**config.mk**
```make
export PLATFORM = sky130hd
export DESIGN_NAME = text_integer_parser
export DESIGN_NICKNAME = d
export VERILOG_FILES = /design/src/sv/tip_pkg.sv /design/src/sv/tip_step.sv /design/src/sv/tip_out_buf.sv /design/src/sv/text_integer_parser.sv
export VERILOG_INCLUDE_DIRS = /design/src /design/src/sv
export SDC_FILE = /design/constraint.sdc
export NUM_CORES = 1
export LEC_CHECK = 0
export ABC_AREA = 1
export BUFFER_PORTS_ARGS = -buffer_cell sky130_fd_sc_hd__buf_2
export CORE_ASPECT_RATIO = 0.6
export CORE_UTILIZATION = 35
export CTS_CLUSTER_DIAMETER = 50
export CTS_CLUSTER_SIZE = 30
export DETAILED_ROUTE_END_ITERATION = 8
export PLACE_DENSITY = 0.61
export SYNTH_ARGS = -nofsm -noshare
export SYNTH_HDL_FRONTEND = slang
export SYNTH_SLANG_ARGS = --single-unit
```
**constraint.sdc**
```tcl
create_clock -name i_clk -period 6.9 [get_ports i_clk]
set_clock_uncertainty 0.05 [all_clocks]
set_input_delay 1.035 -clock i_clk [delete_from_list [all_inputs] [get_ports i_clk]]
set_output_delay 1.035 -clock i_clk [all_outputs]
set_load 0.01 [all_outputs]
```
**src/sv/text_integer_parser_defines.svh**
```systemverilog
// Assertion macros used by the text integer parser top level
`ifndef TEXT_INTEGER_PARSER_DEFINES_SVH
`define TEXT_INTEGER_PARSER_DEFINES_SVH

// Check that cons holds in the same cycle as ante, outside reset
`define TIP_ASSERT_NOW(lbl, ante, cons) \
    lbl: assert property (@(posedge i_clk) disable iff (!i_rst_n) (ante) |-> (cons)) \
        else $error("parser check failed");

// Check that cons holds in the cycle after ante, outside reset
`define TIP_ASSERT_NEXT(lbl, ante, cons) \
    lbl: assert property (@(posedge i_clk) disable iff (!i_rst_n) (ante) |=> (cons)) \
        else $error("parser check failed");

`endif

```
**src/sv/tip_pkg.sv**
```systemverilog
// Types, codes and character constants of the text integer parser
`timescale 1ns / 1ps

package tip_pkg;

    // Accumulator width; the value is kept modulo 2^VALUE_WIDTH (8 to 64)
    localparam int VALUE_WIDTH = 64;
    localparam int OUT_WIDTH   = 64;

    typedef enum logic [2:0] {
        PH_SPACE  = 3'd0,
        PH_SIGN   = 3'd1,
        PH_ZERO   = 3'd2,
        PH_DIGITS = 3'd3
    } t_phase;

    typedef enum logic [1:0] {
        RAD_AUTO = 2'd0,
        RAD_OCT  = 2'd1,
        RAD_DEC  = 2'd2,
        RAD_HEX  = 2'd3
    } t_radix;

    localparam logic [7:0] CH_SPACE = 8'h20;
    localparam logic [7:0] CH_TAB   = 8'h09;
    localparam logic [7:0] CH_CR    = 8'h0D;
    localparam logic [7:0] CH_PLUS  = 8'h2B;
    localparam logic [7:0] CH_MINUS = 8'h2D;
    localparam logic [7:0] CH_ZERO  = 8'h30;
    localparam logic [7:0] CH_SEVEN = 8'h37;
    localparam logic [7:0] CH_NINE  = 8'h39;
    localparam logic [7:0] CH_UA    = 8'h41;
    localparam logic [7:0] CH_UF    = 8'h46;
    localparam logic [7:0] CH_LA    = 8'h61;
    localparam logic [7:0] CH_LF    = 8'h66;
    localparam logic [7:0] CH_UX    = 8'h58;
    localparam logic [7:0] CH_LX    = 8'h78;

    typedef struct packed {
        logic [7:0] character;
        logic       end_of_input;
        logic [1:0] radix_mode;
    } t_in_beat;

    typedef struct packed {
        logic [OUT_WIDTH-1:0] number_value;
        logic [7:0]           pushed_back_char;
        logic                 ended_at_eof;
        logic                 saw_digits;
    } t_out_beat;

    typedef struct packed {
        t_phase                 phase;
        logic [VALUE_WIDTH-1:0] acc;
        logic                   neg;
        t_radix                 radix;
        logic                   seen;
    } t_parse_state;

endpackage

```
**src/sv/tip_step.sv**
```systemverilog
// Per-character parse step: next state and optional result beat
`timescale 1ns / 1ps

module tip_step (
    input  tip_pkg::t_in_beat     i_beat,
    input  tip_pkg::t_parse_state i_state,
    output tip_pkg::t_parse_state o_state,
    output logic                  o_emit,
    output tip_pkg::t_out_beat    o_result
);
    import tip_pkg::*;

    logic [7:0]             c;
    logic                   done;
    logic                   is_space;
    logic                   is_dec;
    logic                   is_upper;
    logic                   is_lower;
    logic [3:0]             dig;
    logic                   dig_ok;
    logic [VALUE_WIDTH-1:0] acc_scaled;
    logic [VALUE_WIDTH-1:0] val;
    t_parse_state           n;

    // Character classes
    always_comb begin
        c        = i_beat.character;
        is_space = (c == CH_SPACE) || ((c >= CH_TAB) && (c <= CH_CR));
        is_dec   = (c >= CH_ZERO) && (c <= CH_NINE);
        is_upper = (c >= CH_UA) && (c <= CH_UF);
        is_lower = (c >= CH_LA) && (c <= CH_LF);
    end

    // Walk the phases for this character
    always_comb begin
        n          = i_state;
        done       = 1'b0;
        o_emit     = 1'b0;
        o_result   = '0;
        dig        = '0;
        dig_ok     = 1'b0;
        acc_scaled = '0;
        val        = '0;

        if (i_beat.end_of_input) begin
            done = 1'b1;
            o_emit = 1'b1;
            o_result.ended_at_eof = 1'b1;
        end

        // Skip whitespace, latch radix and an optional sign
        if (!done && n.phase == PH_SPACE) begin
            if (is_space) begin
                done = 1'b1;
            end else begin
                n.radix = t_radix'(i_beat.radix_mode);
                n.phase = PH_SIGN;
                if (c == CH_PLUS || c == CH_MINUS) begin
                    n.neg = (c == CH_MINUS);
                    done = 1'b1;
                end
            end
        end

        // Look for a prefix zero in auto and hex modes
        if (!done && n.phase == PH_SIGN) begin
            if ((n.radix == RAD_AUTO || n.radix == RAD_HEX) && c == CH_ZERO) begin
                n.seen = 1'b1;
                n.phase = PH_ZERO;
                done = 1'b1;
            end else begin
                if (n.radix == RAD_AUTO) begin
                    n.radix = RAD_DEC;
                end
                n.phase = PH_DIGITS;
            end
        end

        // After a prefix zero: take an x as hex, else auto falls to octal
        if (!done && n.phase == PH_ZERO) begin
            n.phase = PH_DIGITS;
            if (c == CH_LX || c == CH_UX) begin
                n.radix = RAD_HEX;
                done = 1'b1;
            end else if (n.radix == RAD_AUTO) begin
                n.radix = RAD_OCT;
            end
        end

        // Digit decode for the active radix
        if (is_dec) begin
            dig = 4'(c - CH_ZERO);
            dig_ok = (n.radix != RAD_OCT) || (c <= CH_SEVEN);
        end else if (is_upper && n.radix == RAD_HEX) begin
            dig = 4'(c - CH_UA + 8'd10);
            dig_ok = 1'b1;
        end else if (is_lower && n.radix == RAD_HEX) begin
            dig = 4'(c - CH_LA + 8'd10);
            dig_ok = 1'b1;
        end

        // Scale the accumulator by the base with shifts
        unique case (n.radix)
            RAD_OCT: acc_scaled = n.acc << 3;
            RAD_HEX: acc_scaled = n.acc << 4;
            default: acc_scaled = (n.acc << 3) + (n.acc << 1);
        endcase

        // Accumulate a digit or end the number on anything else
        if (!done) begin
            if (dig_ok) begin
                n.acc = acc_scaled + VALUE_WIDTH'(dig);
                n.seen = 1'b1;
            end else begin
                o_emit = 1'b1;
                o_result.pushed_back_char = c;
            end
        end

        // Finish: sign the value and return to the start phase
        if (o_emit) begin
            val = n.neg ? VALUE_WIDTH'(~n.acc + 1'b1) : n.acc;
            o_result.number_value = OUT_WIDTH'(val);
            o_result.saw_digits = n.seen;
            n = '{phase: PH_SPACE, acc: '0, neg: 1'b0, radix: RAD_AUTO, seen: 1'b0};
        end

        o_state = n;
    end

endmodule

```
**src/sv/tip_out_buf.sv**
```systemverilog
// Result register with valid/stall towards the consumer
`timescale 1ns / 1ps

module tip_out_buf (
    input  logic               i_clk,
    input  logic               i_rst_n,
    input  logic               i_load,
    input  tip_pkg::t_out_beat i_data,
    output logic               o_ready,
    output logic               o_out_valid,
    input  logic               i_out_stall,
    output tip_pkg::t_out_beat o_out_data
);
    import tip_pkg::*;

    logic      r_vld;
    logic      n_vld;
    t_out_beat r_data;

    // Free when empty or draining this cycle
    assign o_ready = !r_vld || !i_out_stall;

    always_comb begin
        n_vld = r_vld;
        if (i_load && o_ready) begin
            n_vld = 1'b1;
        end else if (!i_out_stall) begin
            n_vld = 1'b0;
        end
    end

    always_ff @(posedge i_clk) begin
        if (!i_rst_n) begin
            r_vld <= 1'b0;
        end else begin
            r_vld <= n_vld;
        end
    end

    // Capture a new result beat
    always_ff @(posedge i_clk) begin
        if (i_load && o_ready) begin
            r_data <= i_data;
        end
    end

    assign o_out_valid = r_vld;
    assign o_out_data  = r_data;

endmodule

```
**src/sv/text_integer_parser.sv**
```systemverilog
// Text integer parser: one character beat in, one number beat out per number
// A terminating beat is held in the input register, then its result in the result register.
// Throughput: one character per cycle, unless a result beat waits on a stalled output.
// Stalls on the output back up through the result register to the input register.
// Reset (i_rst_n low, synchronous) empties both registers and returns to whitespace skip.
`timescale 1ns / 1ps

`include "text_integer_parser_defines.svh"

module text_integer_parser (
    input  logic               i_clk,
    input  logic               i_rst_n,
    input  logic               i_in_valid,
    output logic               o_in_stall,
    input  tip_pkg::t_in_beat  i_in_data,
    output logic               o_out_valid,
    input  logic               i_out_stall,
    output tip_pkg::t_out_beat o_out_data
);
    import tip_pkg::*;

    logic         r_in_vld;
    logic         n_in_vld;
    t_in_beat     r_in;
    t_parse_state r_state;
    t_parse_state n_state;
    logic         emit;
    t_out_beat    result;
    logic         out_ready;
    logic         adv;

    tip_step u_step (
        .i_beat   (r_in),
        .i_state  (r_state),
        .o_state  (n_state),
        .o_emit   (emit),
        .o_result (result)
    );

    tip_out_buf u_out (
        .i_clk       (i_clk),
        .i_rst_n     (i_rst_n),
        .i_load      (adv && emit),
        .i_data      (result),
        .o_ready     (out_ready),
        .o_out_valid (o_out_valid),
        .i_out_stall (i_out_stall),
        .o_out_data  (o_out_data)
    );

    // Advance the held beat unless its result has nowhere to go
    assign adv        = r_in_vld && (!emit || out_ready);
    assign o_in_stall = r_in_vld && !adv;

    always_comb begin
        n_in_vld = r_in_vld;
        if (i_in_valid && !o_in_stall) begin
            n_in_vld = 1'b1;
        end else if (adv) begin
            n_in_vld = 1'b0;
        end
    end

    always_ff @(posedge i_clk) begin
        if (!i_rst_n) begin
            r_in_vld <= 1'b0;
        end else begin
            r_in_vld <= n_in_vld;
        end
    end

    always_ff @(posedge i_clk) begin
        if (i_in_valid && !o_in_stall) begin
            r_in <= i_in_data;
        end
    end

    // Update parse state as each beat is consumed
    always_ff @(posedge i_clk) begin
        if (!i_rst_n) begin
            r_state <= '{phase: PH_SPACE, acc: '0, neg: 1'b0, radix: RAD_AUTO, seen: 1'b0};
        end else if (adv) begin
            r_state <= n_state;
        end
    end

    `TIP_ASSERT_NEXT(a_emit_restarts, adv && emit, r_state.phase == PH_SPACE)
    `TIP_ASSERT_NOW(a_start_clear, r_state.phase == PH_SPACE || r_state.phase == PH_SIGN, !r_state.seen && r_state.acc == '0)
    `TIP_ASSERT_NEXT(a_held_beat, r_in_vld && !adv, r_in_vld && $stable(r_in) && $stable(r_state))

endmodule
```
==> flow_summary.toml <==
[route]
dr_total_vias = 21210
ant_nets = 0
drc = 0
drtPass1Iterations = 6
wl_um = 80610
drtIter0Drc = 2618
routedWlPerCell_um = 20.46
viasPerCell = 5.386

[die]
initial_utilization_pct = 35.53
io_pins = 91
die_area_um2 = 54380
core-area_um2 = 52620
rows = 65
die_w_um = 300.4
die_h_um = 181.0

[clock_tree]
cts_sinks = 158
clk_path_buf_depth = 2
htree_levels = 4
cts_tree = "yes"
clock-root-buffer = "clkbuf_16"
clk-insertion-delay-late_ns = 0.46
cts_hold_buffers = 0
clk_pin_slew_worst_paths_ns = 0.07
cts_made_buffers = 17

[placed_design]
dpl.hpwl_um = 67000
gp_congestion = 1.073
io_buffer_count = 90

[global_routing]
grt_max_degree = 71
grt.overflow.total = 0
grt_pass1_vias = 18520
grt_pass1_wl_um = 118100
antenna_found_initial = 0
track_usage_pct = 29.08

[logic_synthesis]
seq_area_frac_synth_pct = 21.47
yosysMostFrequentCell = "nand2_1"
synth_top_area_share_pct = 18.79
synth.area.top_cells = "nand2_1 (19%), edfxtp_1 (14%), nand3_1 (9.1%)"
synth_compound_area_share_pct = 11.63
synth.area.mux_share_pct = 0.05354
synth_area_um2 = 18700
async_flop_share_pct = 0
synthSimpleGateAreaFrac_pct = 49.24
synth_top_family_by_area = "simple AND/OR/NAND/NOR gates"
synthCells = 3144
synth_commonest_cells = "nand2_1 (936), nor2_1 (418), inv_1 (349)"
syn-mean-instance-area_um2 = 5.947
yosysWarnings = 0
synthDistinctLibCells = 64
synth_fa_ha_area_share_pct = 4.899
ys_seq_elements = 158
synth_xor_area_share_pct = 1.733
synth_edf_count = 85
synthFlopType = "edfxtp_1"
synthesis.nets = 3231
synth_top_area_cell = "nand2_1"

[setup_path]
path_max_fanout = 42
endpoint_kind = "flop"
cp_slowest_cell = "buf_4"
crit_top_cell = "nand2_1"
crit_path_max_incr_delay_ns = 0.46
crit_type = "flop to flop"
critPathRequiredTime_ns = 7.05
critPathArrivalTime_ns = 6.67
cp-start-kind = "flop"
r2r_cells = 38

[timing]
max_freq_mhz = 153.5
finalSetupViolCount = 0
fin_crit_sh_pct = 94.39
fin_crit_ns = 6.513
relSlewSlack_pct = 44.02
report.final.slew_viol_count = 0
hold_violations = 0
setup_tns_ns = 0
worstMarginPinSlew_ns = 0.8288

[layout]
num-fill-cells = 5835
area_growth_pct = 10.26
layout-drive-gt1-share_pct = 15.17
nets = 3310
antennaDiodeCount = 0

[worst_hold_path]
hold_class = "flop to flop"
hold_depth = 2

[pwr]
p_per_area_nw_per_um2 = 134.8
peakVddDrop_v = 0.0001466
leakagePower_nw = 9.308
finalPower_mw = 2.778

[job]
drv_cap = 0

[run_status]
status = "completed"
[registers in the layout (all words and copies together) (netlist names)]
| name | cells |
|---|---|
| u_out.o_out_valid | 1 |
| r_state | 71 |
| r_in_vld | 1 |
| r_in | 11 |
| u_out.o_out_data | 74 |
[power by group]
| group | total (mW) | switching, mW | leakage [nW] | internal, mW |
|---|---|---|---|---|
| Sequential | 1.02 | 0.0116 | 1.40 | 1.01 |
| Clock | 1.03 | 0.487 | 0.289 | 0.546 |
| Combinational | 0.720 | 0.532 | 7.62 | 0.188 |
[final timing paths]
| kind | to | startpoint | slack [ns] |
|---|---|---|---|
| worst max-delay path | u_out.o_out_data[73]$_SDFFCE_PP0P_ | r_in[3]$_DFFE_PP_ | 0.39 |
| worst min-delay path | r_state[67]$_SDFFE_PN0P_ | r_state[67]$_SDFFE_PN0P_ | 0.42 |
| worst max register to register | u_out.o_out_data[73]$_SDFFCE_PP0P_ | r_in[3]$_DFFE_PP_ | 0.39 |
| worst min register to register | r_state[67]$_SDFFE_PN0P_ | r_state[67]$_SDFFE_PN0P_ | 0.42 |
[repair_timing]
item | in CTS | in global routing
hold endpoints to repair | 0 | 0
setup endpoints to repair | 0 | 44
gates resized for setup | 0 | 40
setup buffers | 0 | 9
[metal layers]
metal  up-vias  track usage (%)  part of all wire [%]
li1      10290                -                     -
met1      9657            47.58                    50
met2      1217            31.60                    31
met3        51            14.39                    17
met4         0            4.143                   1.1
met5         -                0                     0
[cells by family (layout without fill, tap and decap cells)]
group,Yosys count,after routing
AOI/OAI and AO/OA,396,396
xor gates and xnor gates,37,37
adders and majority gates,72,72
buffers and inverters,474,565
DFF,158,158
muxes,1,1
and+or+nand+nor,2006,2007
[worst max-delay path, delay by kind of cell (launching register included)]
family | cells | cell delay, ns
adders and majority gates | 2 | 0.52
and+or+nand+nor | 28 | 3.95
buffers and inverters | 6 | 1.00
DFF | 1 | 0.44
AOI/OAI and AO/OA | 2 | 0.24
[layout by cell type, fill, tap and decap left out, types with 17 or more instances in the layout]
| cell type | n |
|---|---|
| a21oi_1 | 223 |
| buf_2 | 90 |
| buf_4 | 44 |
| clkbuf_16 | 17 |
| dfxtp_1 | 73 |
| edfxtp_1 | 85 |
| ha_1 | 67 |
| inv_1 | 345 |
| inv_2 | 47 |
| nand2_1 | 926 |
| nand2_2 | 84 |
| nand3_1 | 337 |
| nand3_2 | 45 |
| nand4_1 | 34 |
| nor2_1 | 405 |
| nor2_2 | 58 |
| nor2_4 | 38 |
| nor3_1 | 30 |
| o21ai_0 | 108 |
| xnor2_1 | 26 |
[final cells by class]
type / instances / area, um2 / share of cell area, %
Tap cell: 703 / 879.6 / 4.267
Clock buffer: 17 / 425.4 / 2.064
Sequential cell: 158 / 4014 / 19.47
Multi-Input combinational cell: 2513 / 12800 / 62.09
Clock inverter: 15 / 175.2 / 0.8497
Timing Repair Buffer: 136 / 820.8 / 3.982
Inverter: 397 / 1500 / 7.277
[per-stage QoR]
step | cell area [um2] | hold slack [ns] | instances | setup slack, ns | utilization (%)
finish | 20610 | 0.4208 | 3939 | 0.3874 | 39.18
CTS | 20400 | 0.4196 | 3929 | 0.1265 | 38.77
detailed placement | 19800 | 0.4094 | 3897 | 0.1415 | 37.63
global route | 20610 | 0.4448 | 3939 | -0.03314 | 39.18
floorplan | 18700 | 0.3857 | 3144 | 0.7676 | -
global placement | 19800 | 0.4092 | 3897 | 0.2630 | 37.63
Note: power is estimated with default switching activity, not from simulation.
